## src/hdl/pu32_pkg.sv

```systemverilog
// shared types, constants and color conversion for the palette upscaler
package pu32_pkg;

  localparam int unsigned FUNC_W    = 1;
  localparam int unsigned ENTRY_W   = 6;
  localparam int unsigned COLOR_W   = 16;
  localparam int unsigned INDEX_W   = 8;
  localparam int unsigned DEST_X_W  = 8;
  localparam int unsigned DEST_Y_W  = 9;
  localparam int unsigned VOFF_W    = 7;
  localparam int unsigned POS_W     = 8;

  localparam logic [VOFF_W-1:0] VOFF_RESET = 7'd52;

  // request function codes
  localparam logic [FUNC_W-1:0] FUNC_PAL_WRITE = 1'b0;
  localparam logic [FUNC_W-1:0] FUNC_PIXEL     = 1'b1;

  // one source pixel waiting to be expanded into panel pixels
  typedef struct packed {
    logic [DEST_X_W-1:0] x0;
    logic [DEST_Y_W-1:0] y0;
    logic                wide;      // even column, two panel columns
    logic                tall;      // even row, two panel rows
    logic                no_entry;  // index beyond the palette, color is zero
  } pu32_item_t;

  // rgb555 to byte-swapped rgb565, green widened by repeating its top bit
  function automatic logic [COLOR_W-1:0] to_wire(input logic [COLOR_W-1:0] c);
    logic [4:0]         r;
    logic [4:0]         g;
    logic [4:0]         b;
    logic [COLOR_W-1:0] rgb565;
    r      = c[4:0];
    g      = c[9:5];
    b      = c[14:10];
    rgb565 = {r, g, g[4], b};
    return {rgb565[7:0], rgb565[15:8]};
  endfunction

endpackage

```

## src/hdl/pu32_in_if.sv

```systemverilog
// request channel: palette writes and source pixels
interface pu32_in_if import pu32_pkg::*; ();
  logic                valid;
  logic                ready;
  logic [FUNC_W-1:0]   func;
  logic [ENTRY_W-1:0]  pal_entry;
  logic [COLOR_W-1:0]  pal_color;
  logic [INDEX_W-1:0]  pixel_index;
  logic                frame_start;

  modport source (
    output valid, func, pal_entry, pal_color, pixel_index, frame_start,
    input  ready
  );
  modport sink (
    input  valid, func, pal_entry, pal_color, pixel_index, frame_start,
    output ready
  );
endinterface

```

## src/hdl/pu32_out_if.sv

```systemverilog
// result channel: panel pixels with coordinates
interface pu32_out_if import pu32_pkg::*; ();
  logic                valid;
  logic                ready;
  logic [DEST_X_W-1:0] dest_x;
  logic [DEST_Y_W-1:0] dest_y;
  logic [COLOR_W-1:0]  wire_color;
  logic                last;

  modport source (
    output valid, dest_x, dest_y, wire_color, last,
    input  ready
  );
  modport sink (
    input  valid, dest_x, dest_y, wire_color, last,
    output ready
  );
endinterface

```

## src/hdl/pu32_ram.sv

```systemverilog
// generic single-write, single-read ram with registered read data
module pu32_ram #(
  parameter int unsigned WIDTH = 16,
  parameter int unsigned DEPTH = 64
) (
  input  logic                     clk_i,
  input  logic                     we_i,
  input  logic [$clog2(DEPTH)-1:0] waddr_i,
  input  logic [WIDTH-1:0]         wdata_i,
  input  logic                     re_i,
  input  logic [$clog2(DEPTH)-1:0] raddr_i,
  output logic [WIDTH-1:0]         rdata_o
);

  logic [WIDTH-1:0] mem_q [DEPTH];
  logic [WIDTH-1:0] rdata_q;

  always_ff @(posedge clk_i) begin
    if (we_i) begin
      mem_q[waddr_i] <= wdata_i;
    end
    if (re_i) begin
      rdata_q <= mem_q[raddr_i];
    end
  end

  assign rdata_o = rdata_q;

endmodule

```

## src/hdl/pu32_front.sv

```systemverilog
// request decode, raster position tracking, palette store and item register
module pu32_front import pu32_pkg::*; #(
  parameter int unsigned SRC_WIDTH       = 160,
  parameter int unsigned SRC_HEIGHT      = 144,
  parameter int unsigned PALETTE_ENTRIES = 64
) (
  input  logic               clk_i,
  input  logic               rst_ni,
  pu32_in_if.sink            req_i,
  input  logic [VOFF_W-1:0]  voff_i,
  input  logic               take_i,
  output logic               item_valid_o,
  output pu32_item_t         item_o,
  output logic [COLOR_W-1:0] color_o
);

  localparam int unsigned     AW     = $clog2(PALETTE_ENTRIES);
  localparam logic [POS_W-1:0] COLS  = POS_W'(SRC_WIDTH);
  localparam logic [POS_W-1:0] ROWS  = POS_W'(SRC_HEIGHT);
  localparam logic [ENTRY_W:0] NENT  = (ENTRY_W+1)'(PALETTE_ENTRIES);

  logic             accept;
  logic             pal_we;
  logic             pix_re;
  logic [POS_W-1:0] col_q, col_d, row_q, row_d;
  logic [POS_W-1:0] col_cur, row_cur;
  logic [POS_W-1:0] col_inc, row_inc;
  logic [8:0]       x_full;
  logic [9:0]       y_full;
  logic             valid_q, valid_d;
  pu32_item_t       item_q, item_d;

  assign req_i.ready = !valid_q || take_i;
  assign accept      = req_i.valid && req_i.ready;
  assign pal_we = accept && (req_i.func == FUNC_PAL_WRITE)
                  && ({1'b0, req_i.pal_entry} < NENT);
  assign pix_re = accept && (req_i.func == FUNC_PIXEL);

  // frame start restarts the raster at the top left
  assign col_cur = req_i.frame_start ? '0 : col_q;
  assign row_cur = req_i.frame_start ? '0 : row_q;
  assign col_inc = col_cur + POS_W'(1);
  assign row_inc = row_cur + POS_W'(1);

  always_comb begin
    col_d = col_q;
    row_d = row_q;
    if (pix_re) begin
      if (col_inc >= COLS) begin
        col_d = '0;
        row_d = (row_inc >= ROWS) ? '0 : row_inc;
      end else begin
        col_d = col_inc;
        row_d = row_cur;
      end
    end
  end

  // first panel coordinate: 3*(s/2) plus 2 for odd s, plus voff_i for rows
  assign x_full = ({2'b0, col_cur[7:1]} << 1) + {2'b0, col_cur[7:1]}
                  + {7'b0, col_cur[0], 1'b0};
  assign y_full = ({3'b0, row_cur[7:1]} << 1) + {3'b0, row_cur[7:1]}
                  + {8'b0, row_cur[0], 1'b0} + {3'b0, voff_i};

  always_comb begin
    item_d          = item_q;
    item_d.x0       = x_full[DEST_X_W-1:0];
    item_d.y0       = y_full[DEST_Y_W-1:0];
    item_d.wide     = !col_cur[0];
    item_d.tall     = !row_cur[0];
    item_d.no_entry = {1'b0, req_i.pixel_index[ENTRY_W-1:0]} >= NENT;
  end

  always_comb begin
    valid_d = valid_q;
    if (pix_re) begin
      valid_d = 1'b1;
    end else if (take_i) begin
      valid_d = 1'b0;
    end
  end

  always_ff @(posedge clk_i or negedge rst_ni) begin
    if (!rst_ni) begin
      col_q   <= '0;
      row_q   <= '0;
      valid_q <= 1'b0;
    end else begin
      col_q   <= col_d;
      row_q   <= row_d;
      valid_q <= valid_d;
    end
  end

  always_ff @(posedge clk_i) begin
    if (pix_re) begin
      item_q <= item_d;
    end
  end

  pu32_ram #(
    .WIDTH (COLOR_W),
    .DEPTH (PALETTE_ENTRIES)
  ) u_palette (
    .clk_i   (clk_i),
    .we_i    (pal_we),
    .waddr_i (req_i.pal_entry[AW-1:0]),
    .wdata_i (to_wire(req_i.pal_color)),
    .re_i    (pix_re),
    .raddr_i (req_i.pixel_index[AW-1:0]),
    .rdata_o (color_o)
  );

  assign item_valid_o = valid_q;
  assign item_o       = item_q;

  a_pos_in_frame: assert property (@(posedge clk_i) disable iff (!rst_ni)
    (col_q < COLS) && (row_q < ROWS))
    else $error("raster position outside the source frame");

  a_take_needs_item: assert property (@(posedge clk_i) disable iff (!rst_ni)
    take_i |-> valid_q)
    else $error("item consumed while none is held");

endmodule

```

## src/hdl/pu32_emit.sv

```systemverilog
// expands one held source pixel into 1, 2 or 4 panel pixels via the output register
module pu32_emit import pu32_pkg::*; (
  input  logic               clk_i,
  input  logic               rst_ni,
  input  logic               item_valid_i,
  input  pu32_item_t         item_i,
  input  logic [COLOR_W-1:0] color_i,
  output logic               take_o,
  pu32_out_if.source         res_o
);

  logic                dx, dy;
  logic                last_x, last_y, last_w;
  logic                load;
  logic [1:0]          sub_q, sub_d;
  logic                out_valid_q, out_valid_d;
  logic [DEST_X_W-1:0] dest_x_q;
  logic [DEST_Y_W-1:0] dest_y_q;
  logic [COLOR_W-1:0]  color_q;
  logic                last_q;

  // sub_q holds {dy, dx} of the next panel pixel, row-major order
  assign dx     = sub_q[0];
  assign dy     = sub_q[1];
  assign last_x = !item_i.wide || dx;
  assign last_y = !item_i.tall || dy;
  assign last_w = last_x && last_y;

  assign load   = item_valid_i && (!out_valid_q || res_o.ready);
  assign take_o = load && last_w;

  always_comb begin
    sub_d = sub_q;
    if (load) begin
      if (last_w) begin
        sub_d = 2'b00;
      end else if (last_x) begin
        sub_d = 2'b10;
      end else begin
        sub_d = {dy, 1'b1};
      end
    end
  end

  always_comb begin
    out_valid_d = out_valid_q;
    if (load) begin
      out_valid_d = 1'b1;
    end else if (res_o.ready) begin
      out_valid_d = 1'b0;
    end
  end

  always_ff @(posedge clk_i or negedge rst_ni) begin
    if (!rst_ni) begin
      sub_q       <= 2'b00;
      out_valid_q <= 1'b0;
    end else begin
      sub_q       <= sub_d;
      out_valid_q <= out_valid_d;
    end
  end

  always_ff @(posedge clk_i) begin
    if (load) begin
      dest_x_q <= item_i.x0 + {{(DEST_X_W-1){1'b0}}, dx};
      dest_y_q <= item_i.y0 + {{(DEST_Y_W-1){1'b0}}, dy};
      color_q  <= item_i.no_entry ? '0 : color_i;
      last_q   <= last_w;
    end
  end

  assign res_o.valid      = out_valid_q;
  assign res_o.dest_x     = dest_x_q;
  assign res_o.dest_y     = dest_y_q;
  assign res_o.wire_color = color_q;
  assign res_o.last       = last_q;

  a_idle_sub_zero: assert property (@(posedge clk_i) disable iff (!rst_ni)
    !item_valid_i |-> (sub_q == 2'b00))
    else $error("sub-pixel count not at start without a held item");

  a_last_marks_take: assert property (@(posedge clk_i) disable iff (!rst_ni)
    load |=> (last_q == $past(take_o)))
    else $error("last flag disagrees with item release");

endmodule

```

## src/hdl/palette_upscale_3_2.sv

```systemverilog
// top level of the palette lookup and 3:2 nearest-neighbor upscaler
//
// a request either writes a palette entry (rgb555 in, stored as byte-swapped
// rgb565 with green widened by repeating its top bit) or delivers one source
// pixel index in raster order over a SRC_WIDTH x SRC_HEIGHT frame; frame_start
// restarts the raster at the top left. each source pixel becomes 1, 2 or 4
// panel pixels (even columns and even rows are doubled), sent row-major with
// dest_x, dest_y and the palette color, last set on the final one. the single
// output register sends one panel pixel per cycle while res_o.ready is high;
// the next request is taken in the cycle the current pixel's final panel
// pixel is loaded. a pixel request passes the palette ram read, then the
// output register, on its way to its first panel pixel. read an entry only
// after writing it. vertical_offset must be written only while idle, by the
// user; the block itself does not enforce it.
module palette_upscale_3_2 import pu32_pkg::*; #(
  parameter int unsigned SRC_WIDTH       = 160,
  parameter int unsigned SRC_HEIGHT      = 144,
  parameter int unsigned PALETTE_ENTRIES = 64
) (
  input  logic              clk_i,
  input  logic              rst_ni,
  pu32_in_if.sink           req_i,
  pu32_out_if.source        res_o,
  input  logic              cfg_we_i,
  input  logic [VOFF_W-1:0] cfg_wdata_i
);

  // vertical offset register, panel row of the first scaled row
  logic [VOFF_W-1:0]  voff_q;
  logic               item_valid;
  pu32_item_t         item;
  logic [COLOR_W-1:0] color;
  logic               take;

  always_ff @(posedge clk_i or negedge rst_ni) begin
    if (!rst_ni) begin
      voff_q <= VOFF_RESET;
    end else if (cfg_we_i) begin
      voff_q <= cfg_wdata_i;
    end
  end

  // decode, position tracking and palette lookup
  pu32_front #(
    .SRC_WIDTH       (SRC_WIDTH),
    .SRC_HEIGHT      (SRC_HEIGHT),
    .PALETTE_ENTRIES (PALETTE_ENTRIES)
  ) u_front (
    .clk_i        (clk_i),
    .rst_ni       (rst_ni),
    .req_i        (req_i),
    .voff_i       (voff_q),
    .take_i       (take),
    .item_valid_o (item_valid),
    .item_o       (item),
    .color_o      (color)
  );

  // expansion into panel pixels
  pu32_emit u_emit (
    .clk_i        (clk_i),
    .rst_ni       (rst_ni),
    .item_valid_i (item_valid),
    .item_i       (item),
    .color_i      (color),
    .take_o       (take),
    .res_o        (res_o)
  );

endmodule

```

## src/flat_wrapper.sv

```systemverilog
// flat-port wrapper written by rule: the top's interface ports become plain ports
module palette_upscale_3_2_flat import pu32_pkg::*;
#(
  parameter int unsigned SRC_WIDTH       = 160,
  parameter int unsigned SRC_HEIGHT      = 144,
  parameter int unsigned PALETTE_ENTRIES = 64
)
  (clk_i, rst_ni, cfg_we_i, cfg_wdata_i, req_i_valid, req_i_func, req_i_pal_entry, req_i_pal_color, req_i_pixel_index, req_i_frame_start, req_i_ready, res_o_valid, res_o_dest_x, res_o_dest_y, res_o_wire_color, res_o_last, res_o_ready);
  pu32_in_if req_i_i ();
  pu32_out_if res_o_i ();
  input  logic clk_i;
  input  logic rst_ni;
  input  logic cfg_we_i;
  input  logic [VOFF_W-1:0] cfg_wdata_i;
  input wire logic [$bits(req_i_i.valid)-1:0] req_i_valid;
  input wire logic [$bits(req_i_i.func)-1:0] req_i_func;
  input wire logic [$bits(req_i_i.pal_entry)-1:0] req_i_pal_entry;
  input wire logic [$bits(req_i_i.pal_color)-1:0] req_i_pal_color;
  input wire logic [$bits(req_i_i.pixel_index)-1:0] req_i_pixel_index;
  input wire logic [$bits(req_i_i.frame_start)-1:0] req_i_frame_start;
  output wire logic [$bits(req_i_i.ready)-1:0] req_i_ready;
  output wire logic [$bits(res_o_i.valid)-1:0] res_o_valid;
  output wire logic [$bits(res_o_i.dest_x)-1:0] res_o_dest_x;
  output wire logic [$bits(res_o_i.dest_y)-1:0] res_o_dest_y;
  output wire logic [$bits(res_o_i.wire_color)-1:0] res_o_wire_color;
  output wire logic [$bits(res_o_i.last)-1:0] res_o_last;
  input wire logic [$bits(res_o_i.ready)-1:0] res_o_ready;
  assign req_i_i.valid = req_i_valid;
  assign req_i_i.func = req_i_func;
  assign req_i_i.pal_entry = req_i_pal_entry;
  assign req_i_i.pal_color = req_i_pal_color;
  assign req_i_i.pixel_index = req_i_pixel_index;
  assign req_i_i.frame_start = req_i_frame_start;
  assign req_i_ready = req_i_i.ready;
  assign res_o_valid = res_o_i.valid;
  assign res_o_dest_x = res_o_i.dest_x;
  assign res_o_dest_y = res_o_i.dest_y;
  assign res_o_wire_color = res_o_i.wire_color;
  assign res_o_last = res_o_i.last;
  assign res_o_i.ready = res_o_ready;
  palette_upscale_3_2 #(.SRC_WIDTH(SRC_WIDTH), .SRC_HEIGHT(SRC_HEIGHT), .PALETTE_ENTRIES(PALETTE_ENTRIES)) u_core (.clk_i(clk_i), .rst_ni(rst_ni), .req_i(req_i_i), .res_o(res_o_i), .cfg_we_i(cfg_we_i), .cfg_wdata_i(cfg_wdata_i));
endmodule
```

## config.mk

```make
export PLATFORM = sky130hd
export DESIGN_NAME = palette_upscale_3_2_flat
export DESIGN_NICKNAME = d
export VERILOG_FILES = /design/src/hdl/pu32_pkg.sv /design/src/hdl/pu32_in_if.sv /design/src/hdl/pu32_out_if.sv /design/src/hdl/pu32_ram.sv /design/src/hdl/pu32_front.sv /design/src/hdl/pu32_emit.sv /design/src/hdl/palette_upscale_3_2.sv /design/src/flat_wrapper.sv
export SDC_FILE = /design/constraint.sdc
export NUM_CORES = 1
export LEC_CHECK = 0
export BUFFER_PORTS_ARGS = -buffer_cell sky130_fd_sc_hd__buf_2
export CAP_MARGIN = 20
export CORE_ASPECT_RATIO = 0.6
export CORE_MARGIN = 5
export CORE_UTILIZATION = 50
export DETAILED_ROUTE_END_ITERATION = 12
export GPL_TIMING_DRIVEN = 1
export PLACE_DENSITY = 0.67
export SLEW_MARGIN = 20
export SYNTH_ARGS = -nofsm -noshare
export SYNTH_HDL_FRONTEND = slang
export SYNTH_SLANG_ARGS = --single-unit
```

## constraint.sdc

```tcl
create_clock -name clk_i -period 2.82 [get_ports clk_i]
set_input_delay 0.564 -clock clk_i [delete_from_list [all_inputs] [get_ports clk_i]]
set_output_delay 0.564 -clock clk_i [all_outputs]
set_load 0.01 [all_outputs]
```

==> results of run 1 <==
[power by group]
part           switching [uW]  leakage, uW  internal, uW
combinational            1650      0.00477          1050
clock                    5510      0.00150          7460
sequential                189      0.00960         17700
[sequential cells by signal, summed over array words and instances, names as in the netlist]
signal	cells
u_core.u_front.u_palette.rdata_o	15
u_core.u_emit.res_o.dest_x	8
u_core.u_emit.res_o.dest_y	9
u_core.u_emit.sub_q	2
u_core.u_front.col_q	8
u_core.u_emit.res_o.last	1
u_core.u_emit.res_o.wire_color	15
u_core.u_emit.res_o.valid	1
u_core.u_front.item_o	19
u_core.u_front.u_palette.mem_q	960
u_core.u_front.item_valid_o	1
u_core.voff_q	7
u_core.u_front.row_q	8
[placed cells by master (no fill, tap or decap), types with 14 or more instances in the layout]
cell type / count
sky130_fd_sc_hd__clkbuf_16: 95
sky130_fd_sc_hd__nor2_1: 106
sky130_fd_sc_hd__buf_2: 73
sky130_fd_sc_hd__bufinv_16: 14
sky130_fd_sc_hd__mux4_2: 240
sky130_fd_sc_hd__nand3_1: 17
sky130_fd_sc_hd__a22oi_1: 26
sky130_fd_sc_hd__nor2b_1: 28
sky130_fd_sc_hd__dfrtp_1: 24
sky130_fd_sc_hd__o22ai_1: 34
sky130_fd_sc_hd__o221ai_1: 17
sky130_fd_sc_hd__xnor2_1: 29
sky130_fd_sc_hd__clkbuf_1: 18
sky130_fd_sc_hd__edfxtp_1: 1027
sky130_fd_sc_hd__nand2b_1: 15
sky130_fd_sc_hd__clkinv_1: 25
sky130_fd_sc_hd__ha_1: 28
sky130_fd_sc_hd__buf_12: 67
sky130_fd_sc_hd__nand2_1: 59
sky130_fd_sc_hd__inv_1: 16
sky130_fd_sc_hd__buf_4: 189
[cell families after synthesis]
kind of cell / count (synthesis)
buf+inv: 122
mux: 254
xor+xnor: 36
compound gates: 196
simple gates: 292
fa+ha+maj: 31
flops: 1054
[cell type report]
cell class                 count  area [sq um]
fill                        5732         33300
sequential                  1054         31500
multi-input combinational    809          9120
timing repair buffer         332          3160
clock buffer                 113          2440
tap                         1079          1350
clock inverter                59           642
inverter                      17          63.8
[cells in the mapped netlist (4+ instances only)]
library cell | n | area share [%]
sky130_fd_sc_hd__nor2b_1 | 28 | 0.42
sky130_fd_sc_hd__a21o_1 | 8 | 0.15
sky130_fd_sc_hd__nand3b_1 | 4 | 0.073
sky130_fd_sc_hd__mux2_2 | 9 | 0.25
sky130_fd_sc_hd__nor3_1 | 10 | 0.12
sky130_fd_sc_hd__nor2_1 | 106 | 0.96
sky130_fd_sc_hd__nor4_1 | 13 | 0.20
sky130_fd_sc_hd__inv_1 | 16 | 0.15
sky130_fd_sc_hd__clkbuf_1 | 54 | 0.49
sky130_fd_sc_hd__o32ai_1 | 8 | 0.17
sky130_fd_sc_hd__buf_2 | 21 | 0.25
sky130_fd_sc_hd__buf_1 | 8 | 0.073
sky130_fd_sc_hd__and2_1 | 7 | 0.11
sky130_fd_sc_hd__buf_4 | 8 | 0.15
sky130_fd_sc_hd__a22oi_1 | 26 | 0.47
sky130_fd_sc_hd__xnor2_1 | 29 | 0.62
sky130_fd_sc_hd__nand2b_1 | 15 | 0.23
sky130_fd_sc_hd__o21ai_1 | 13 | 0.16
sky130_fd_sc_hd__xor2_1 | 7 | 0.15
sky130_fd_sc_hd__nand4_1 | 9 | 0.14
sky130_fd_sc_hd__ha_1 | 28 | 0.85
sky130_fd_sc_hd__a221oi_1 | 13 | 0.28
sky130_fd_sc_hd__o31ai_1 | 5 | 0.091
sky130_fd_sc_hd__buf_6 | 13 | 0.35
sky130_fd_sc_hd__o21ai_0 | 10 | 0.12
sky130_fd_sc_hd__dfrtp_1 | 24 | 1.5
sky130_fd_sc_hd__o221ai_1 | 17 | 0.36
sky130_fd_sc_hd__mux4_2 | 240 | 13
sky130_fd_sc_hd__edfxtp_1 | 1027 | 75
sky130_fd_sc_hd__a32oi_1 | 4 | 0.085
sky130_fd_sc_hd__or3_1 | 9 | 0.14
sky130_fd_sc_hd__a211o_1 | 8 | 0.17
sky130_fd_sc_hd__a21oi_1 | 13 | 0.16
sky130_fd_sc_hd__a22o_1 | 8 | 0.17
sky130_fd_sc_hd__o22ai_1 | 34 | 0.52
sky130_fd_sc_hd__a211oi_1 | 11 | 0.20
sky130_fd_sc_hd__nand2_1 | 61 | 0.56
sky130_fd_sc_hd__nand3_1 | 17 | 0.21
sky130_fd_sc_hd__mux2i_1 | 5 | 0.12
[routing by layer]
layer / global-route usage (%) / vias up / wire length, um
met5: 0 / - / 28
met4: 6.04 / 4 / 2520
met3: 7.60 / 151 / 13100
met2: 31.4 / 1205 / 42000
met1: 36.8 / 11300 / 44600
li1: - / 8924 / -
[worst max path at each step]
stage	startpoint	to	slack, ns	cells after the start
2_1_floorplan	req_i_frame_start	u_core.u_front.item_o[11]$_DFFE_PP_	0.06	10
3_3_place_gp	req_i_pixel_index[0]	u_core.u_front.u_palette.rdata_o[0]$_DFFE_PP_	-0.06	7
3_5_place_dp	req_i_pixel_index[0]	u_core.u_front.u_palette.rdata_o[0]$_DFFE_PP_	-0.11	7
4_1_cts	u_core.u_front.item_o[1]$_DFFE_PP_	u_core.u_front.u_palette.mem_q[3][14]$_DFFE_PP_	0.02	7
5_1_grt	u_core.u_front.item_o[1]$_DFFE_PP_	u_core.u_front.u_palette.mem_q[42][6]$_DFFE_PP_	0.09	7
6_report	u_core.u_front.item_o[1]$_DFFE_PP_	u_core.u_front.u_palette.mem_q[42][6]$_DFFE_PP_	0.25	7
[metrics by stage]
step                      utilization, %  TNS, ns  total power [uW]
after global routing                59.2        0             34700
after detailed placement            55.4    -4.84             20900
after CTS                           59.2        0             33800
final                               59.2        0             33600
after floorplan                        -        0             19500
after global placement              55.4    -1.07             20800
[timing repair]
action / CTS / global route
hold endpoints to repair: 24 / 0
hold buffers: 1 / 0
setup endpoints to repair: 0 / 161
gates resized for setup: 0 / 3
==> results.env, run 1 <==
MAXCAPVIOLCOUNT=0
STATIC_POWER_DUE_TO_LEAKAGE_uW=0.0159
CORE_SQ_UM=81600
GRT_START_MAX_NET_PINS=65
LAYOUT_WORST_PATH_CYCLE_SHARE_PCT=91.3
REGTOREGENDPOINT='u_core.u_front.u_palette.mem_q[42][6]$_DFFE_PP_'
WORST_PIN_SLEW_NS=0.993
SYNTH_AREA_PER_CELL_SQ_UM=20.8
ROWS=81
FINAL_ANTENNA_NET_COUNT=0
POWER-PER-CELL-AREA_nW_PER_UM2=695
HP-START='cfg_wdata_i[0]'
BUFFER_PORTS.INSERTED=76
PATH_CLASS='reg2reg'
ROUTED_WL_MM=102
SYNTH_FLOP_CELL='sky130_fd_sc_hd__edfxtp_1'
SYNTH_COMPOUND_AREA_SHARE_PCT=3.46
TRITONCTS_CLOCK_TREE='built'
GR-TOTAL-OVERFLOW=0
CRITPATHBUFINV=2
CLKSINKCOUNT=1054
DIE-HEIGHT_UM=232
VIAS=21600
SYNTH-ADDER-AREA-SHARE_PCT=0.995
RESIDUAL_DRC_COUNT=0
CRIT_CHAIN='nor2b_1 -> o31ai_1 -> and4bb_2 -> nand2_2 -> buf_4 -> nor2_1 -> buf_4'
POST_SYN_AREA_SQ_UM=41200
SYNTH.FF_LATCH_COUNT=1054
MOST_NUMEROUS_CELL_ON_THE_CRITICAL_PATH='sky130_fd_sc_hd__buf_4'
FIRST_GLOBAL_VIAS=21000
DPL.HPWL_MM=66.7
PRE_CTS_WS_NS=-0.109
AREA_GROWTH_PCT=17.1
POST_SYNTH_XOR_AREA_FRACTION_PCT=0.764
HOLD-PATH-ENDPOINT='u_core.voff_q[0]$_DFFE_PN0P_'
POST_SYNTH_AND_OR_NAND_NOR_AREA_FRACTION_PCT=3.40
POST_SYNTH_MUX_AREA_SHARE_PCT=13.5
CLOCKBUFFERDEPTH=3
REG2REG_SETUP_SLACK_NS=0.25
INITIAL_UTILIZATION_PCT=50.6
POST_SYNTHESIS_NET_COUNT=2060
WORST_PATH_MAX_DELAY_CELL='sky130_fd_sc_hd__and4bb_2'
DELAY_OF_THE_SLOWEST_CELL_ON_THE_WORST_PATH_NS=0.44
YOSYSWARNINGS=0
POSTCTSSETUPBUFFERS=0
ACHIEVABLE-FREQUENCY_MHz=388
EDFF_COUNT_SYNTH=1027
GLOBAL_ROUTE.USAGE.TOTAL_PCT=23.3
FLOORPLAN.IO_PINS=80
WORST-R2R-CELL-COUNT=7
DPL_CELL_AREA_SQ_UM=45200
PLACED_CELLS=3290
SETUP_VIOLATIONS=0
GRT_ANTENNA_BEFORE_REPAIR=3
DRTPASS1ITERATIONS=5
SYNTHCELLS=1985
RR_STARTPOINT='u_core.u_front.item_o[1]$_DFFE_PP_'
CP_TOP_FAMILY='simple AND/OR/NAND/NOR gates'
VDD_DROP_MAX_uV=432
RELSLEWSLACK_PCT=33.8
FINAL_AREA_SQ_UM=48300
DRT_FIRST_ITER_VIOLATIONS=3256
RSZ0062_AT_GRT='false'
DETAIL_ROUTE.VIAS_PER_CELL=6.23
ANTENNA_CELLS=0
GPL_CONGESTION=0.930
SYNTH_TOP_FAMILY_BY_AREA='multiplexers'
FINAL-MAX-SLEW-VIOLATION-COUNT=0
SEQ_TOTAL_AREA_YOSYS_PCT=76.4
CRIT_ARRIVAL_NS=2.93
TIMING.HOLD.WORST_PATH_DEPTH=2
FINAL_HOLD_VIOS=0
CRIT_PATH_MAX_FANOUT=12
INSERTION_DELAY_NS=0.68
GRT_FIRST_PASS_WIRELENGTH_MM=148
CTS_INSERTED_BUFFERS=93
FINALWORSTSETUPSLACK_NS=0.246
CP_CAPTURE_TYPE='register'
OUTCOME='finished, final reports clean'
WHS_NS=0.129
COUNT_OF_UNIQUE_LIBRARY_CELLS_INSTANTIATED_BY_YOSYS=61
HTREE_NUM_LEVELS=3
DIE_AREA_SQ_UM=88500
FINALCRITICALPERIOD_NS=2.57
FLOORPLAN.DIE.WIDTH_UM=381
SYNTH-ASYNC-RESET-RATIO_PCT=2.56
WORST_SETUP_PATH_START_KIND='register'
STDCELL_COUNT=3463
WORSTPATHREQUIRED_NS=3.18
POST_ROUTE_CELLS_DRIVE_ABOVE_1_SHARE_PCT=30.3
DETAILED_ROUTE_WIRE_LENGTH_PER_CELL_UM=29.5
HOLD_PATH_CLASS='in2reg'
FINAL_NETS=2382
CLK_ROOT_BUFFER_CELL='sky130_fd_sc_hd__clkbuf_16'
CLKSLEWWORSTSETUPHOLDPATHS_NS=0.07
FIN_WORST_SKEW_NS=0.0301
(Power assumes the default switching activity.)
==> run 2: changes to the inputs <==
--- a/config.mk
+++ b/config.mk
@@ -7,7 +7,6 @@
 export LEC_CHECK = 0
 export BUFFER_PORTS_ARGS = -buffer_cell sky130_fd_sc_hd__buf_2
 export CAP_MARGIN = 20
-export CORE_ASPECT_RATIO = 0.6
 export CORE_MARGIN = 5
 export CORE_UTILIZATION = 50
 export DETAILED_ROUTE_END_ITERATION = 12
==> run 2 against run 1 <==
Against the previous run: clock skew increased by 0.012 ns; clock-buffer cell count grew 14; combinational power shrank 8.5%; sequential power barely moved; routed wire length down 9.4%; core utilization decreased by 0.33 points; power increased by 1.6%; global-route usage fell by 2.4 points; sequential cell count is the same; clock power up 5%; largest cell class unchanged; largest power group unchanged; highest routed layer unchanged.
==> results.env, run 2 (synthesis results as in run 1) <==
INSERTION_DELAY_NS=0.69  # about the same
FINAL-MAX-SLEW-VIOLATION-COUNT=0  # unchanged
DETAILED_ROUTE_WIRE_LENGTH_PER_CELL_UM=27.1  # -8.3%
DRT_FIRST_ITER_VIOLATIONS=1934  # -41%
ACHIEVABLE-FREQUENCY_MHz=365  # -5.9%
GRT_FIRST_PASS_WIRELENGTH_MM=138  # -6.5%
VIAS=20700  # -3.9%
DR_WL_MET2_MM=45.9  # +9.2%
RESIDUAL_DRC_COUNT=0  # unchanged
LAYOUT_WORST_PATH_CYCLE_SHARE_PCT=97.0  # +5.7 points
DPL.HPWL_MM=57.6  # -14%
SETUP_VIOLATIONS=0  # unchanged
DRT-MET1-WL_MM=36.2  # -19%
FIN_WORST_SKEW_NS=0.0420  # +0.0119 ns
FLOORPLAN.IO_PINS=80  # unchanged
AREA_GROWTH_PCT=17.0  # about the same
CLKSLEWWORSTSETUPHOLDPATHS_NS=0.06  # about the same
CORE_SQ_UM=82000  # +0.48%
P_SW_SHARE_PCT=22.1  # +0.16 points
LAYOUT.CELLS.MOST_COMMON='sky130_fd_sc_hd__edfxtp_1'
DIE-HEIGHT_UM=297  # +28%
POWER-PER-CELL-AREA_nW_PER_UM2=707  # +1.7%
HP-START='cfg_wdata_i[1]'
RELSLEWSLACK_PCT=28.2  # -5.6 points
CLK_ROOT_BUFFER_CELL='sky130_fd_sc_hd__clkbuf_16'
ROUTED_WL_MM=92.7  # -9.4%
GRT_ANTENNA_BEFORE_REPAIR=9  # +6
DRTPASS1ITERATIONS=7  # +2
CP_CAPTURE_TYPE='register'
FIRST_GLOBAL_VIAS=21500  # +2.7%
WORSTPATHREQUIRED_NS=3.16  # -0.02 ns
WORST_PIN_SLEW_NS=1.07  # +0.0816 ns
FLOORPLAN.DIE.WIDTH_UM=297  # -22%
FINAL_ANTENNA_NET_COUNT=0  # unchanged
GR-TOTAL-OVERFLOW=0  # unchanged
DIE_AREA_SQ_UM=88300  # -0.21%
COMBPWRFRAC_PCT=7.2  # -0.8 points
ROWS=105  # +30%
WORST_SETUP_PATH_START_KIND='register'
HTREE_NUM_LEVELS=3  # unchanged
FINAL_HOLD_VIOS=0  # unchanged
TOPROUTINGLAYERUSED='met5'
DR_WL_MET3_MM=7.71  # -41%
MAXCAPVIOLCOUNT=0  # unchanged
GPL_CONGESTION=0.813  # -13%
CLOCKBUFFERDEPTH=3  # unchanged
INTERNAL_POWER_uW=26600  # +1.4%
GLOBAL_ROUTE.USAGE.TOTAL_PCT=20.9  # -2.4 points
FINAL_NETS=2336  # -1.9%
CRIT_ARRIVAL_NS=3.08  # +0.15 ns
POSTCTSSETUPBUFFERS=0  # unchanged
GRT_START_MAX_NET_PINS=65  # unchanged
VDD_DROP_MAX_uV=551  # +28%
CRIT_PATH_MAX_FANOUT=11  # -1
CLKSINKCOUNT=1054  # unchanged
DETAIL_ROUTE.VIAS_PER_CELL=6.06  # -2.8%
PATH_CLASS='reg2reg'
POWER_SWITCHING_uW=7520  # +2.4%
LARGEST_REGISTER_BY_FLOP_COUNT='u_core.u_front.u_palette.mem_q'
FINALCRITICALPERIOD_NS=2.74  # +0.162 ns
RR_STARTPOINT='u_core.u_front.item_o[1]$_DFFE_PP_'
STATIC_POWER_DUE_TO_LEAKAGE_uW=0.0158  # -0.67%
P_SEQ_SHARE_PCT=52.5  # -0.8 points
CTS_INSERTED_BUFFERS=105  # +13%
TRITONCTS_CLOCK_TREE='built'
OUTCOME='finished, final reports clean'
INITIAL_UTILIZATION_PCT=50.3  # -0.24 points
HOLD_PATH_CLASS='in2reg'
FINALPOWER_uW=34100  # +1.6%
BUFFER_PORTS.INSERTED=76  # unchanged
LARGEST_REGISTER_FF_COUNT=960  # unchanged
WORST_SETUP_PATH_STARTPOINT='u_core.u_front.item_o[1]$_DFFE_PP_'
PWR-SHARE-CLK_PCT=40.2  # +1.5 points
HIGHEST_COUNT_CELLS_IN_THE_LAYOUT_IGNORING_FILL_AND_TAPS='1027 x sky130_fd_sc_hd__edfxtp_1, 240 x sky130_fd_sc_hd__mux4_2, 128 x sky130_fd_sc_hd__buf_4'
POST_ROUTE_CELLS_DRIVE_ABOVE_1_SHARE_PCT=29.0  # -1.3 points
WHS_NS=0.145  # +0.0156 ns
RSZ0062_AT_GRT='false'
-- run 2: changes by cell type in the layout (fill, tap and decap cells not counted), sizes merged --
cell	delta
inv	-2
clkinvlp	+1
buf	-58
clkbuf	+14
diode	+4
bufinv	-3
clkinv	+14
-- run 2: final cells by class --
| class | count | area, sq um |
|---|---|---|
| clock buffer | 127 | 2720 |
| inverter | 17 | 63.8 |
| antenna | 4 | 10.0 |
| sequential | 1054 | 31500 |
| fill | 5860 | 33700 |
| multi-input combinational | 809 | 9120 |
| clock inverter | 69 | 688 |
| tap | 1070 | 1340 |
| timing repair buffer | 274 | 2810 |
-- run 2: final timing paths --
check	endpoint	slack [ns]	depth (start not counted)
max	u_core.u_front.u_palette.mem_q[36][8]$_DFFE_PP_	0.08	6
min	u_core.voff_q[1]$_DFFE_PN0P_	0.14	2
max reg2reg	u_core.u_front.u_palette.mem_q[36][8]$_DFFE_PP_	0.08	6
min reg2reg	u_core.u_emit.res_o.wire_color[15]$_DFFE_PN_	0.42	0
max in group asynchronous	u_core.u_front.col_q[6]$_DFFE_PN0P_	1.91	2
min in group asynchronous	u_core.u_emit.sub_q[0]$_DFFE_PN0N_	0.48	2
-- run 2: critical path, cell delays in order (launching register included) --
cell	delay (ns)
sky130_fd_sc_hd__edfxtp_1	0.35
sky130_fd_sc_hd__nor2b_1	0.17
sky130_fd_sc_hd__o31ai_1	0.45
sky130_fd_sc_hd__and4bb_2	0.48
sky130_fd_sc_hd__nand2_1	0.40
sky130_fd_sc_hd__nor2_1	0.28
sky130_fd_sc_hd__buf_4	0.28
-- run 2: timing repair --
action                                  in CTS  in global routing
hold buffers                                 1                  0
resized for setup                            1                  1
endpoints found under the setup margin       1                 47
endpoints found under the hold margin       24                  0
-- run 2: power groups by stage --
stage,clock (uW),combinational [uW],sequential [uW]
finish,13700,2470,17900
global route,14600,2670,17900
CTS,13900,2500,17900
detailed placement,0,2480,18200
global placement,0,2410,18200
floorplan,0,1270,18300
-- run 2: layer usage --
layer	up-vias	global-route usage, %
li1	8834	-
met1	10900	28.0
met2	847	34.4
met3	170	5.36
met4	10	6.29
met5	-	0
-- run 2: metrics by stage --
stage | util, % | TNS, ns | std cells | cell area (sq um) | setup slack (ns)
CTS | 58.9 | 0 | 3420 | 48200 | 0.0858
floorplan | - | 0 | 1985 | 41200 | 0.0646
finish | 58.9 | 0 | 3424 | 48300 | 0.0838
detailed placement | 54.7 | -6.32 | 3223 | 44800 | -0.123
global placement | 54.7 | -0.0257 | 3223 | 44800 | -0.0257
global route | 58.9 | 0 | 3420 | 48300 | 0.0304
==> run 3: changes to the inputs <==
--- a/config.mk
+++ b/config.mk
@@ -7,6 +7,7 @@
 export LEC_CHECK = 0
 export BUFFER_PORTS_ARGS = -buffer_cell sky130_fd_sc_hd__buf_2
 export CAP_MARGIN = 20
+export CORE_ASPECT_RATIO = 0.8
 export CORE_MARGIN = 5
 export CORE_UTILIZATION = 50
 export DETAILED_ROUTE_END_ITERATION = 12
==> run 3 against run 2 <==
Against the previous run: first-iteration DRC count is 32% higher; final cell count is 0.50% higher; power is 1.8% lower; largest cell class unchanged; critical endpoint is now u_core.u_front.u_palette.mem_q[3][7]$_DFFE_PP_.
==> results.env, run 3 (synthesis results as in run 1) <==
DIE_AREA_SQ_UM=88400  # about the same
TRITONCTS_CLOCK_TREE='built'
INSERTION_DELAY_NS=0.65  # -0.04 ns
CTS_INSERTED_BUFFERS=100  # -4.8%
BUFFER_PORTS.INSERTED=76  # unchanged
PLACED_CELLS=3260  # +1.1%
ROUTED_WL_MM=94.1  # +1.6%
POSTCTSSETUPBUFFERS=0  # unchanged
FIRST_GLOBAL_VIAS=21100  # -2.1%
FINAL_NETS=2334  # -0.086%
GRT_FIRST_PASS_WIRELENGTH_MM=140  # +1.1%
RELSLEWSLACK_PCT=33.9  # +5.7 points
VDD_DROP_MAX_uV=490  # -11%
CP_CAPTURE_TYPE='register'
DPL.HPWL_MM=58.1  # +0.78%
RSZ0062_AT_GRT='false'
CLOCKBUFFERDEPTH=3  # unchanged
GRT_USE_MET1_PCT=32.7  # +4.8 points
POST_ROUTE_CELLS_DRIVE_ABOVE_1_SHARE_PCT=29.3  # +0.24 points
STDCELL_COUNT=3441  # +0.50%
DETAIL_ROUTE.VIAS_PER_CELL=6.08  # +0.34%
LAYOUT_WORST_PATH_CYCLE_SHARE_PCT=92.3  # -4.7 points
CLKSLEWWORSTSETUPHOLDPATHS_NS=0.07  # about the same
FINAL_AREA_SQ_UM=48200  # -0.17%
REGISTER_AREA_SQ_UM=31500  # unchanged
FINALCRITICALPERIOD_NS=2.60  # -0.133 ns
GRT_ANTENNA_BEFORE_REPAIR=5  # -4
CORE_SQ_UM=82000  # about the same
LARGEST_REGISTER_FF_COUNT=960  # unchanged
HTREE_NUM_LEVELS=3  # unchanged
FLOORPLAN.DIE.WIDTH_UM=331  # +11%
WORST_SETUP_PATH_START_KIND='register'
LAYOUT.CELLS.MOST_COMMON='sky130_fd_sc_hd__edfxtp_1'
DRT_FIRST_ITER_VIOLATIONS=2544  # +32%
FINAL-MAX-SLEW-VIOLATION-COUNT=0  # unchanged
FINAL_ANTENNA_NET_COUNT=0  # unchanged
HOLD_PATH_CLASS='in2reg'
GLOBAL_ROUTE.USAGE.TOTAL_PCT=21.6  # +0.66 points
HIGHEST_COUNT_CELLS_IN_THE_LAYOUT_IGNORING_FILL_AND_TAPS='1027 x sky130_fd_sc_hd__edfxtp_1, 240 x sky130_fd_sc_hd__mux4_2, 124 x sky130_fd_sc_hd__buf_4'
FINAL_HOLD_VIOS=0  # unchanged
GR-TOTAL-OVERFLOW=0  # unchanged
MULTI_INPUT_AREA_SQ_UM=9120  # about the same
SETUP_VIOLATIONS=0  # unchanged
STATIC_POWER_DUE_TO_LEAKAGE_uW=0.0157  # -0.32%
GRT.MET2_USAGE_PCT=33.2  # -1.2 points
GPL_CONGESTION=0.833  # +2.4%
UTILIZATION_PCT=58.8  # -0.096 points
FIN_WORST_SKEW_NS=0.0150  # -0.0270 ns
ACHIEVABLE-FREQUENCY_MHz=384  # +5.1%
GROUTE.LAYER.MET3.USAGE_PCT=4.01  # -1.3 points
CRIT_PATH_MAX_FANOUT=15  # +4
CLK_ROOT_BUFFER_CELL='sky130_fd_sc_hd__clkbuf_16'
CLKSINKCOUNT=1054  # unchanged
DRTPASS1ITERATIONS=5  # -2
DPL_CELL_AREA_SQ_UM=45000  # +0.31%
FLOORPLAN.IO_PINS=80  # unchanged
WORST_PIN_SLEW_NS=0.992  # -0.0828 ns
GRT-BUSIEST-LAYER='met2'
POWER-PER-CELL-AREA_nW_PER_UM2=695  # -1.7%
VIAS=20900  # +0.84%
ROWS=94  # -10%
CRIT_ARRIVAL_NS=2.95  # -0.13 ns
RESIDUAL_DRC_COUNT=0  # unchanged
OUTCOME='finished, final reports clean'
PATH_CLASS='reg2reg'
DIE-HEIGHT_UM=267  # -10%
INITIAL_UTILIZATION_PCT=50.3  # about the same
WORSTPATHREQUIRED_NS=3.16  # about the same
MAXCAPVIOLCOUNT=0  # unchanged
GRT_START_MAX_NET_PINS=65  # unchanged
FINAL.SETUP.TNS_NS=0  # unchanged
LARGEST_REGISTER_BY_FLOP_COUNT='u_core.u_front.u_palette.mem_q'
LAYOUT_FILLER_CELL_COUNT=5866  # +0.10%
AREA_GROWTH_PCT=16.8
DETAILED_ROUTE_WIRE_LENGTH_PER_CELL_UM=27.4  # +1.1%
-- run 3: cell types whose count changed in the layout (fill, tap and decap cells not counted), sizes merged --
cell	previous run	this run
diode	4	3
bufinv	11	8
buf	273	276
clkbuf	127	115
clkinvlp	4	3
clkinv	52	50
inv	19	18
-- run 3: worst max-delay path, cell delays in order, from the launching register on --
cell,delay [ns]
sky130_fd_sc_hd__dfrtp_1,0.47
sky130_fd_sc_hd__nor2b_1,0.14
sky130_fd_sc_hd__o31ai_1,0.36
sky130_fd_sc_hd__and4b_1,0.42
sky130_fd_sc_hd__nand2_1,0.25
sky130_fd_sc_hd__buf_4,0.23
sky130_fd_sc_hd__nor2_1,0.19
sky130_fd_sc_hd__buf_12,0.21
-- run 3: worst paths after layout --
path                                                                   to  slack [ns]  cells after the start                                      startpoint
max in group asynchronous             u_core.u_front.col_q[5]$_DFFE_PN0P_        1.90                      2                                          rst_ni
setup reg to reg           u_core.u_front.u_palette.mem_q[3][7]$_DFFE_PP_        0.22                      7              u_core.u_emit.sub_q[0]$_DFFE_PN0N_
hold / removal                               u_core.voff_q[3]$_DFFE_PN0P_        0.14                      2                                  cfg_wdata_i[3]
min in group asynchronous                    u_core.voff_q[6]$_DFFE_PN0P_        0.48                      2                                          rst_ni
hold reg to reg              u_core.u_emit.res_o.wire_color[11]$_DFFE_PN_        0.43                      0  u_core.u_front.u_palette.rdata_o[11]$_DFFE_PP_
setup / recovery           u_core.u_front.u_palette.mem_q[3][7]$_DFFE_PP_        0.22                      7              u_core.u_emit.sub_q[0]$_DFFE_PN0N_
-- run 3: final cells by class --
cell class / instances / area share [%]
Clock buffer: 115 / 5.53
Inverter: 17 / 0.132
Clock inverter: 62 / 1.10
Tap cell: 1104 / 2.87
Timing Repair Buffer: 277 / 6.03
Antenna cell: 3 / 0.0156
Sequential cell: 1054 / 65.4
Multi-Input combinational cell: 809 / 18.9
-- run 3: metrics by stage --
| step | setup slack [ns] | hold WS [ns] | power [uW] |
|---|---|---|---|
| final | 0.217 | 0.138 | 33500 |
| after global routing | 0.00355 | 0.113 | 34700 |
| after CTS | 0.171 | 0.0934 | 33800 |
| after detailed placement | -0.0741 | 0.414 | 20800 |
| after global placement | -0.0948 | 0.401 | 20700 |
| after floorplan | 0.0646 | 0.268 | 19500 |
-- run 3: layer usage --
metal | wire [um] | share of wire, % | up-vias
met5 | 19 | 0.020 | -
met4 | 1990 | 2.1 | 2
met3 | 7600 | 8.1 | 127
met2 | 44500 | 47 | 893
met1 | 40000 | 43 | 11100
li1 | - | - | 8826
-- run 3: repair_timing --
action | 4_1_cts | 5_1_grt
hold buffers | 1 | 0
endpoints found under the hold margin | 24 | 0
gates resized for setup | 0 | 0
-- run 3: power by group --
| group | switching [uW] | internal (uW) | total [uW] | leakage, uW |
|---|---|---|---|---|
| clock network | 5600 | 7480 | 13100 | 0.00157 |
| logic | 1520 | 1010 | 2530 | 0.00454 |
| registers | 176 | 17700 | 17900 | 0.00960 |
